`src/bucket_statistics_aggregator_top_assert.svh`:
```
`ifndef BUCKET_STATISTICS_AGGREGATOR_TOP_ASSERT_SVH
`define BUCKET_STATISTICS_AGGREGATOR_TOP_ASSERT_SVH

// same-cycle implication, checked while out of reset
`define BSA_ASSERT_IMP(name, ante, cons) \
    name: assert property (@(posedge aclk) disable iff (!aresetn) (ante) |-> (cons)) \
        else $error("bsa assertion failed");

// next-cycle implication, checked while out of reset
`define BSA_ASSERT_NXT(name, ante, cons) \
    name: assert property (@(posedge aclk) disable iff (!aresetn) (ante) |=> (cons)) \
        else $error("bsa assertion failed");

`endif

```
`src/bsa_pkg.sv`:
```
package bsa_pkg;

    localparam int OUT_BITS           = 48;
    localparam int DEF_VALUE_BITS     = 24;
    localparam int DEF_FRAC_BITS      = 12;
    localparam int DEF_COUNT_BITS     = 16;
    localparam int MODE_W             = 4;

    localparam logic [MODE_W-1:0] MODE_MIN   = 4'd0;
    localparam logic [MODE_W-1:0] MODE_MAX   = 4'd1;
    localparam logic [MODE_W-1:0] MODE_SUM   = 4'd2;
    localparam logic [MODE_W-1:0] MODE_AVG   = 4'd3;
    localparam logic [MODE_W-1:0] MODE_COUNT = 4'd4;
    localparam logic [MODE_W-1:0] MODE_FIRST = 4'd5;
    localparam logic [MODE_W-1:0] MODE_LAST  = 4'd6;
    localparam logic [MODE_W-1:0] MODE_RANGE = 4'd7;
    localparam logic [MODE_W-1:0] MODE_VARP  = 4'd8;
    localparam logic [MODE_W-1:0] MODE_VARS  = 4'd9;
    localparam logic [MODE_W-1:0] MODE_STDP  = 4'd10;
    localparam logic [MODE_W-1:0] MODE_STDS  = 4'd11;

    localparam logic OP_ADD   = 1'b0;
    localparam logic OP_CLOSE = 1'b1;

    typedef struct packed {
        logic start;
        logic avg;
        logic smp;
        logic root;
    } eng_ctl_t;

    localparam logic signed [OUT_BITS-1:0] OUT_POS_MAX = {1'b0, {(OUT_BITS-1){1'b1}}};
    localparam logic signed [OUT_BITS-1:0] OUT_NEG_MIN = {1'b1, {(OUT_BITS-1){1'b0}}};

    function automatic logic [OUT_BITS-1:0] sat_s_out(input logic signed [63:0] v);
        if (v > 64'(OUT_POS_MAX)) return OUT_POS_MAX;
        if (v < 64'(OUT_NEG_MIN)) return OUT_NEG_MIN;
        return v[OUT_BITS-1:0];
    endfunction

    function automatic logic [OUT_BITS-1:0] sat_u_out(input logic [63:0] v);
        if (v > 64'(OUT_POS_MAX)) return OUT_POS_MAX;
        return v[OUT_BITS-1:0];
    endfunction

endpackage

```
`src/bsa_engine.sv`:
```
module bsa_engine #(
    parameter int VALUE_BITS = bsa_pkg::DEF_VALUE_BITS,
    parameter int COUNT_BITS = bsa_pkg::DEF_COUNT_BITS
) (
    input  logic                                    aclk,
    input  logic                                    aresetn,
    input  bsa_pkg::eng_ctl_t                       ctl,
    input  logic [COUNT_BITS-1:0]                   n,
    input  logic signed [VALUE_BITS+COUNT_BITS-1:0] sum,
    input  logic [2*VALUE_BITS+COUNT_BITS-1:0]      sq,
    output logic                                    done,
    output logic [63:0]                             q64,
    output logic [31:0]                             root
);
    import bsa_pkg::*;

    localparam int SUM_W = VALUE_BITS + COUNT_BITS;
    localparam int NW    = 2 * VALUE_BITS + 2 * COUNT_BITS;
    localparam int QW    = (NW > 64) ? NW : 64;
    localparam int DW    = 2 * COUNT_BITS;
    localparam int CNT_W = $clog2(NW + 1);

    localparam logic [2:0] E_IDLE = 3'd0;
    localparam logic [2:0] E_MULN = 3'd1;
    localparam logic [2:0] E_MULS = 3'd2;
    localparam logic [2:0] E_SUB  = 3'd3;
    localparam logic [2:0] E_DIV  = 3'd4;
    localparam logic [2:0] E_SQI  = 3'd5;
    localparam logic [2:0] E_SQRT = 3'd6;
    localparam logic [2:0] E_DONE = 3'd7;

    logic [2:0]            state_reg, state_next;
    logic [CNT_W-1:0]      cnt_reg, cnt_next;
    logic                  root_reg, root_next;
    logic [NW-1:0]         acc_reg, acc_next;
    logic [NW-1:0]         prod_reg, prod_next;
    logic [NW-1:0]         num_reg, num_next;
    logic [QW-1:0]         q_reg, q_next;
    logic [DW-1:0]         rem_reg, rem_next;
    logic [DW-1:0]         d_reg, d_next;
    logic [COUNT_BITS-1:0] nsh_reg, nsh_next;
    logic [SUM_W-1:0]      ash_reg, ash_next;
    logic [63:0]           v_reg, v_next;
    logic [63:0]           res_reg, res_next;
    logic [63:0]           bit_reg, bit_next;

    logic [SUM_W-1:0] abs_sum;
    logic [DW:0]      shifted;
    logic [DW:0]      diff;
    logic [63:0]      trial;

    assign abs_sum = sum[SUM_W-1] ? SUM_W'(-sum) : SUM_W'(sum);
    assign shifted = {rem_reg, num_reg[NW-1]};
    assign diff    = shifted - {1'b0, d_reg};
    assign trial   = res_reg + bit_reg;
    assign q64     = ((q_reg >> 64) != '0) ? '1 : q_reg[63:0];
    assign root    = res_reg[31:0];
    assign done    = (state_reg == E_DONE);

    always_comb begin
        state_next = state_reg;
        cnt_next   = cnt_reg;
        root_next  = root_reg;
        acc_next   = acc_reg;
        prod_next  = prod_reg;
        num_next   = num_reg;
        q_next     = q_reg;
        rem_next   = rem_reg;
        d_next     = d_reg;
        nsh_next   = nsh_reg;
        ash_next   = ash_reg;
        v_next     = v_reg;
        res_next   = res_reg;
        bit_next   = bit_reg;
        case (state_reg)
            E_IDLE: begin
                if (ctl.start) begin
                    root_next = ctl.root;
                    rem_next  = '0;
                    q_next    = '0;
                    if (ctl.avg) begin
                        num_next   = NW'(abs_sum);
                        d_next     = DW'(n);
                        cnt_next   = CNT_W'(NW);
                        state_next = E_DIV;
                    end else begin
                        acc_next   = '0;
                        nsh_next   = n;
                        d_next     = ctl.smp ? DW'(n) * DW'(n - 1'b1) : DW'(n) * DW'(n);
                        cnt_next   = CNT_W'(COUNT_BITS);
                        state_next = E_MULN;
                    end
                end
            end
            E_MULN: begin
                acc_next = (acc_reg << 1) + (nsh_reg[COUNT_BITS-1] ? NW'(sq) : '0);
                nsh_next = nsh_reg << 1;
                cnt_next = cnt_reg - 1'b1;
                if (cnt_reg == CNT_W'(1)) begin
                    prod_next  = '0;
                    ash_next   = abs_sum;
                    cnt_next   = CNT_W'(SUM_W);
                    state_next = E_MULS;
                end
            end
            E_MULS: begin
                prod_next = (prod_reg << 1) + (ash_reg[SUM_W-1] ? NW'(abs_sum) : '0);
                ash_next  = ash_reg << 1;
                cnt_next  = cnt_reg - 1'b1;
                if (cnt_reg == CNT_W'(1)) begin
                    state_next = E_SUB;
                end
            end
            E_SUB: begin
                num_next   = acc_reg - prod_reg;
                cnt_next   = CNT_W'(NW);
                state_next = E_DIV;
            end
            E_DIV: begin
                if (!diff[DW]) begin
                    rem_next = diff[DW-1:0];
                    q_next   = {q_reg[QW-2:0], 1'b1};
                end else begin
                    rem_next = shifted[DW-1:0];
                    q_next   = {q_reg[QW-2:0], 1'b0};
                end
                num_next = num_reg << 1;
                cnt_next = cnt_reg - 1'b1;
                if (cnt_reg == CNT_W'(1)) begin
                    state_next = root_reg ? E_SQI : E_DONE;
                end
            end
            E_SQI: begin
                v_next     = q64;
                res_next   = '0;
                bit_next   = 64'd1 << 62;
                state_next = E_SQRT;
            end
            E_SQRT: begin
                if (v_reg >= trial) begin
                    v_next   = v_reg - trial;
                    res_next = (res_reg >> 1) + bit_reg;
                end else begin
                    res_next = res_reg >> 1;
                end
                bit_next = bit_reg >> 2;
                if ((bit_reg >> 2) == '0) begin
                    state_next = E_DONE;
                end
            end
            E_DONE: begin
                state_next = E_IDLE;
            end
            default: begin
                state_next = E_IDLE;
            end
        endcase
    end

    always_ff @(posedge aclk) begin
        if (!aresetn) begin
            state_reg <= E_IDLE;
        end else begin
            state_reg <= state_next;
        end
        cnt_reg  <= cnt_next;
        root_reg <= root_next;
        acc_reg  <= acc_next;
        prod_reg <= prod_next;
        num_reg  <= num_next;
        q_reg    <= q_next;
        rem_reg  <= rem_next;
        d_reg    <= d_next;
        nsh_reg  <= nsh_next;
        ash_reg  <= ash_next;
        v_reg    <= v_next;
        res_reg  <= res_next;
        bit_reg  <= bit_next;
    end

endmodule

```
`config.mk`:
```
export PLATFORM = sky130hd
export DESIGN_NAME = bsa_engine
export DESIGN_NICKNAME = d
export VERILOG_FILES = /design/src/bucket_statistics_aggregator_top_assert.svh /design/src/bsa_pkg.sv /design/src/bsa_engine.sv
export SDC_FILE = /design/constraint.sdc
export NUM_CORES = 2
export LEC_CHECK = 0
export BUFFER_PORTS_ARGS = -buffer_cell sky130_fd_sc_hd__buf_2
export CAP_MARGIN = 30
export CORE_ASPECT_RATIO = 2
export CORE_MARGIN = 1
export CORE_UTILIZATION = 55
export DETAILED_ROUTE_END_ITERATION = 16
export MAX_ROUTING_LAYER = met4
export PLACE_DENSITY = 0.86
export SYNTH_ARGS = -nofsm -noshare
export SYNTH_HDL_FRONTEND = slang
export SYNTH_SLANG_ARGS = --single-unit
```
`constraint.sdc`:
```
create_clock -name aclk -period 10.05 [get_ports aclk]
set_clock_uncertainty 0.2 [all_clocks]
set_input_delay 1.005 -clock aclk [delete_from_list [all_inputs] [get_ports aclk]]
set_output_delay 1.005 -clock aclk [all_outputs]
set_load 0.01 [all_outputs]
```
==> impl_results.md <==
- Cell variety after synth: 93
- Peak VDD IR: 0.440 mV
- Ports: 223
- Max FO, Critical Path: 9
- Required @ worst endpoint: 10270 ps
- Reg power frac: 19.6%
- Critical register-to-register path startpoint: res_reg[2]$_SDFFCE_PP0P_
- Gr busiest metal: met2
- Period utilization: 93.8%
- Syn nets: 8072
- Pleak: 29.7 nW
- Sw frac: 50.9%
- R2r setup slk: 1560 ps
- Post-Syn Instances: 6992
- Mapped Area: 63200 um2
- R2R depth: 23
- Crit path time final: 9430 ps
- Status: completed
- Global Route met2 Usage: 61.3%
- Final Hold Viols: 0
- Layout area overhead: 7.19%
- Sink Count: 611
- Synth async-reset ratio: 0%
- Cells after DPL: 8477
- Core Area: 114000 um2
- Synthesis warning total: 0
- Sw Pwr: 12.2 mW
- Top cells by area, synth: edfxtp_1 (29%), fa_1 (12%), ha_1 (11%)
- PostCTS Resize Cnt: 0
- Initial drt markers: 3646
- Global-route wire length before repair: 300 mm
- Power share of the combinational group: 70.4%
- Post-synth top area cell: edfxtp_1
- TNS Setup: 0 ps
- Most used cell along the critical path: fa_1
- Via count: 53354
- CP arrival: 9640 ps
- Slowest Stage Delay on Critical Path: 770 ps
- # nets final: 8114
- RSZ-0062 raised after global routing: no
- Drt pass-1 iters: 8
- CTS buffer count: 56
- Clock network fraction of design power: 10.0%
- Height of the die: 481 um
- Share of layout cells above drive strength 1: 7.87%
- Commonest non-fill, non-tap cell in the layout: inv_1
- H-tree depth: 2
- #FFs+latches synth: 611
- Post-synthesis sequential area ratio: 29.0%
- Largest net degree at the start of global routing: 118
- Ys flop type: edfxtp_1
- Remaining routing DRC violations: 0
- Drt total wl: 196 mm
- Hold Crit Class: in2reg
- CTS tree: built
- Number of global-route vias before repair: 55953
- Antenna-violating nets left: 0
- Cts-stage hold buffer count: 0
- Die area: 116000 um2
- Reg clk slew, reported paths: 70 ps
- Internal power: 11.7 mW
- Max Clock Freq: 106 MHz
- Worst-margin pin slew: 1040 ps
- Most frequent cells in the layout: inv_1 (681), nor2_1 (656), edfxtp_1 (608)
- P per Cell Area: 353 nW/um2
- Row count: 175
- Routing usage on met1: 31.4%
- Worst setup startpoint: n[6]
- Final Instance Count excl. Fillers: 8617
- Root Buffer: clkbuf_16
- Worst-Skew Late Latency: 680 ps
- Gr usage total: 34.2%
- Critical Path End Type: flop
- Die W: 242 um
- IO Port Bufs: 222
- EDFF count, synth: 608
- GR Util met3: 4.71%
- Max_slew headroom: 28.4%
- Remaining Overflow, GRT: 0
- Post-DP HPWL: 154 mm
- Critical path destination: d_reg[30]$_SDFFCE_PP0P_
- Startpoint types: primary input
- Starting Density: 55.5%
- DR vias/cell: 6.19
- FF-to-FF End: v_reg[16]$_DFFE_PP_
- Layout fillers: 9751
- Global placement routability congestion: 1.06
- Drt wl/cell: 22.8 um
- Clk buf depth: 3
- Area of the multi-input gates: 41000 um2
- Core Util, Final: 59.5%
- Syn avg cell area: 9.03 um2
- Post CTS Setup Buffer Count: 0
- Final setup violating endpoints: 0
- Final Max Slew Viols: 0
- Antenna violations before repair: 17
- Slowest cell on crit path: a2111oi_0
- Critical path class: in2reg
- Seq. cell area: 18300 um2
- Yosys top cell area share: 28.9%
- Max Cap Violations: 0
-- power by group through the flow --
stage                     logic, mW  clock network (mW)  registers (mW)
after CTS                      16.5                2.41            4.67
final                          16.8                2.40            4.68
after floorplan                11.8                   0            4.57
after global placement         16.0                   0            4.69
after global routing           18.3                2.48            4.76
after detailed placement       16.4                   0            4.71
-- worst max-delay path, delay by kind of cell --
family | cells | cell delay (ps)
buffers and inverters | 7 | 880
AND/OR/NAND/NOR | 7 | 1970
adder cells (fa/ha/maj) | 8 | 3760
AO/OA/AOI/OAI | 7 | 2020
-- cell type report --
type,count,area share (%)
clock inverter,35,0.689
antenna,33,0.122
multi-input combinational,5363,60.5
sequential,611,27.1
clock buffer,69,2.22
inverter,684,3.79
timing repair buffer,318,2.83
tap,1504,2.78
-- through the flow --
step	power [mW]	hold WS (ps)	setup WS, ps	cell area [um2]
6_report	23.9	317	622	67700
5_1_grt	25.5	303	441	67700
4_1_cts	23.5	284	802	67600
3_5_place_dp	21.1	299	89.8	65600
3_3_place_gp	20.6	298	166	65500
2_1_floorplan	16.3	284	350	63200
-- synth_stat cells (37+ instances only) --
| library cell | instances |
|---|---|
| a211oi_1 | 68 |
| a21o_1 | 210 |
| a21oi_1 | 497 |
| a31oi_1 | 94 |
| and2_1 | 143 |
| and3_1 | 158 |
| clkbuf_1 | 270 |
| edfxtp_1 | 608 |
| fa_1 | 378 |
| ha_1 | 576 |
| inv_1 | 681 |
| mux2i_1 | 38 |
| nand2_1 | 518 |
| nand2b_1 | 176 |
| nand3_1 | 93 |
| nand4_1 | 104 |
| nor2_1 | 657 |
| nor2b_1 | 124 |
| nor3_1 | 69 |
| o21ai_0 | 341 |
| o21bai_1 | 67 |
| o31ai_1 | 37 |
| or2_2 | 87 |
| or3_1 | 39 |
| xnor2_1 | 281 |
| xor2_1 | 231 |
-- cell families (layout without fill, tap and decap cells) --
kind of cell	after synthesis	after routing	synth area share (%)
AOI/OAI and AO/OA	1582	1582	15.8
xor gates and xnor gates	512	512	7.10
adders and majority gates	954	954	23.4
buffers and inverters	1018	1106	6.30
DFF	611	611	29.0
muxes	41	41	0.656
other	0	33	0
and+or+nand+nor	2274	2274	17.8
-- worst min path at each step --
stage,startpoint,cells past startpoint,slack [ps],endpoint
5_1_grt,ctl[0],1,300,root_reg$_DFFE_PP_
2_1_floorplan,ash_reg[23]$_DFFE_PP_,2,280,ash_reg[24]$_DFFE_PP_
4_1_cts,ctl[0],1,280,root_reg$_DFFE_PP_
3_3_place_gp,ash_reg[23]$_DFFE_PP_,2,300,ash_reg[24]$_DFFE_PP_
3_5_place_dp,ash_reg[23]$_DFFE_PP_,2,300,ash_reg[24]$_DFFE_PP_
6_report,ctl[0],1,320,root_reg$_DFFE_PP_
-- metal layers --
layer | up-vias | wire length, um
met5 | - | 0
met4 | 0 | 20800
met3 | 984 | 12100
met2 | 2309 | 100000
met1 | 25644 | 63100
li1 | 24417 | -
No activity file was read; power rests on OpenSTA's default activity.
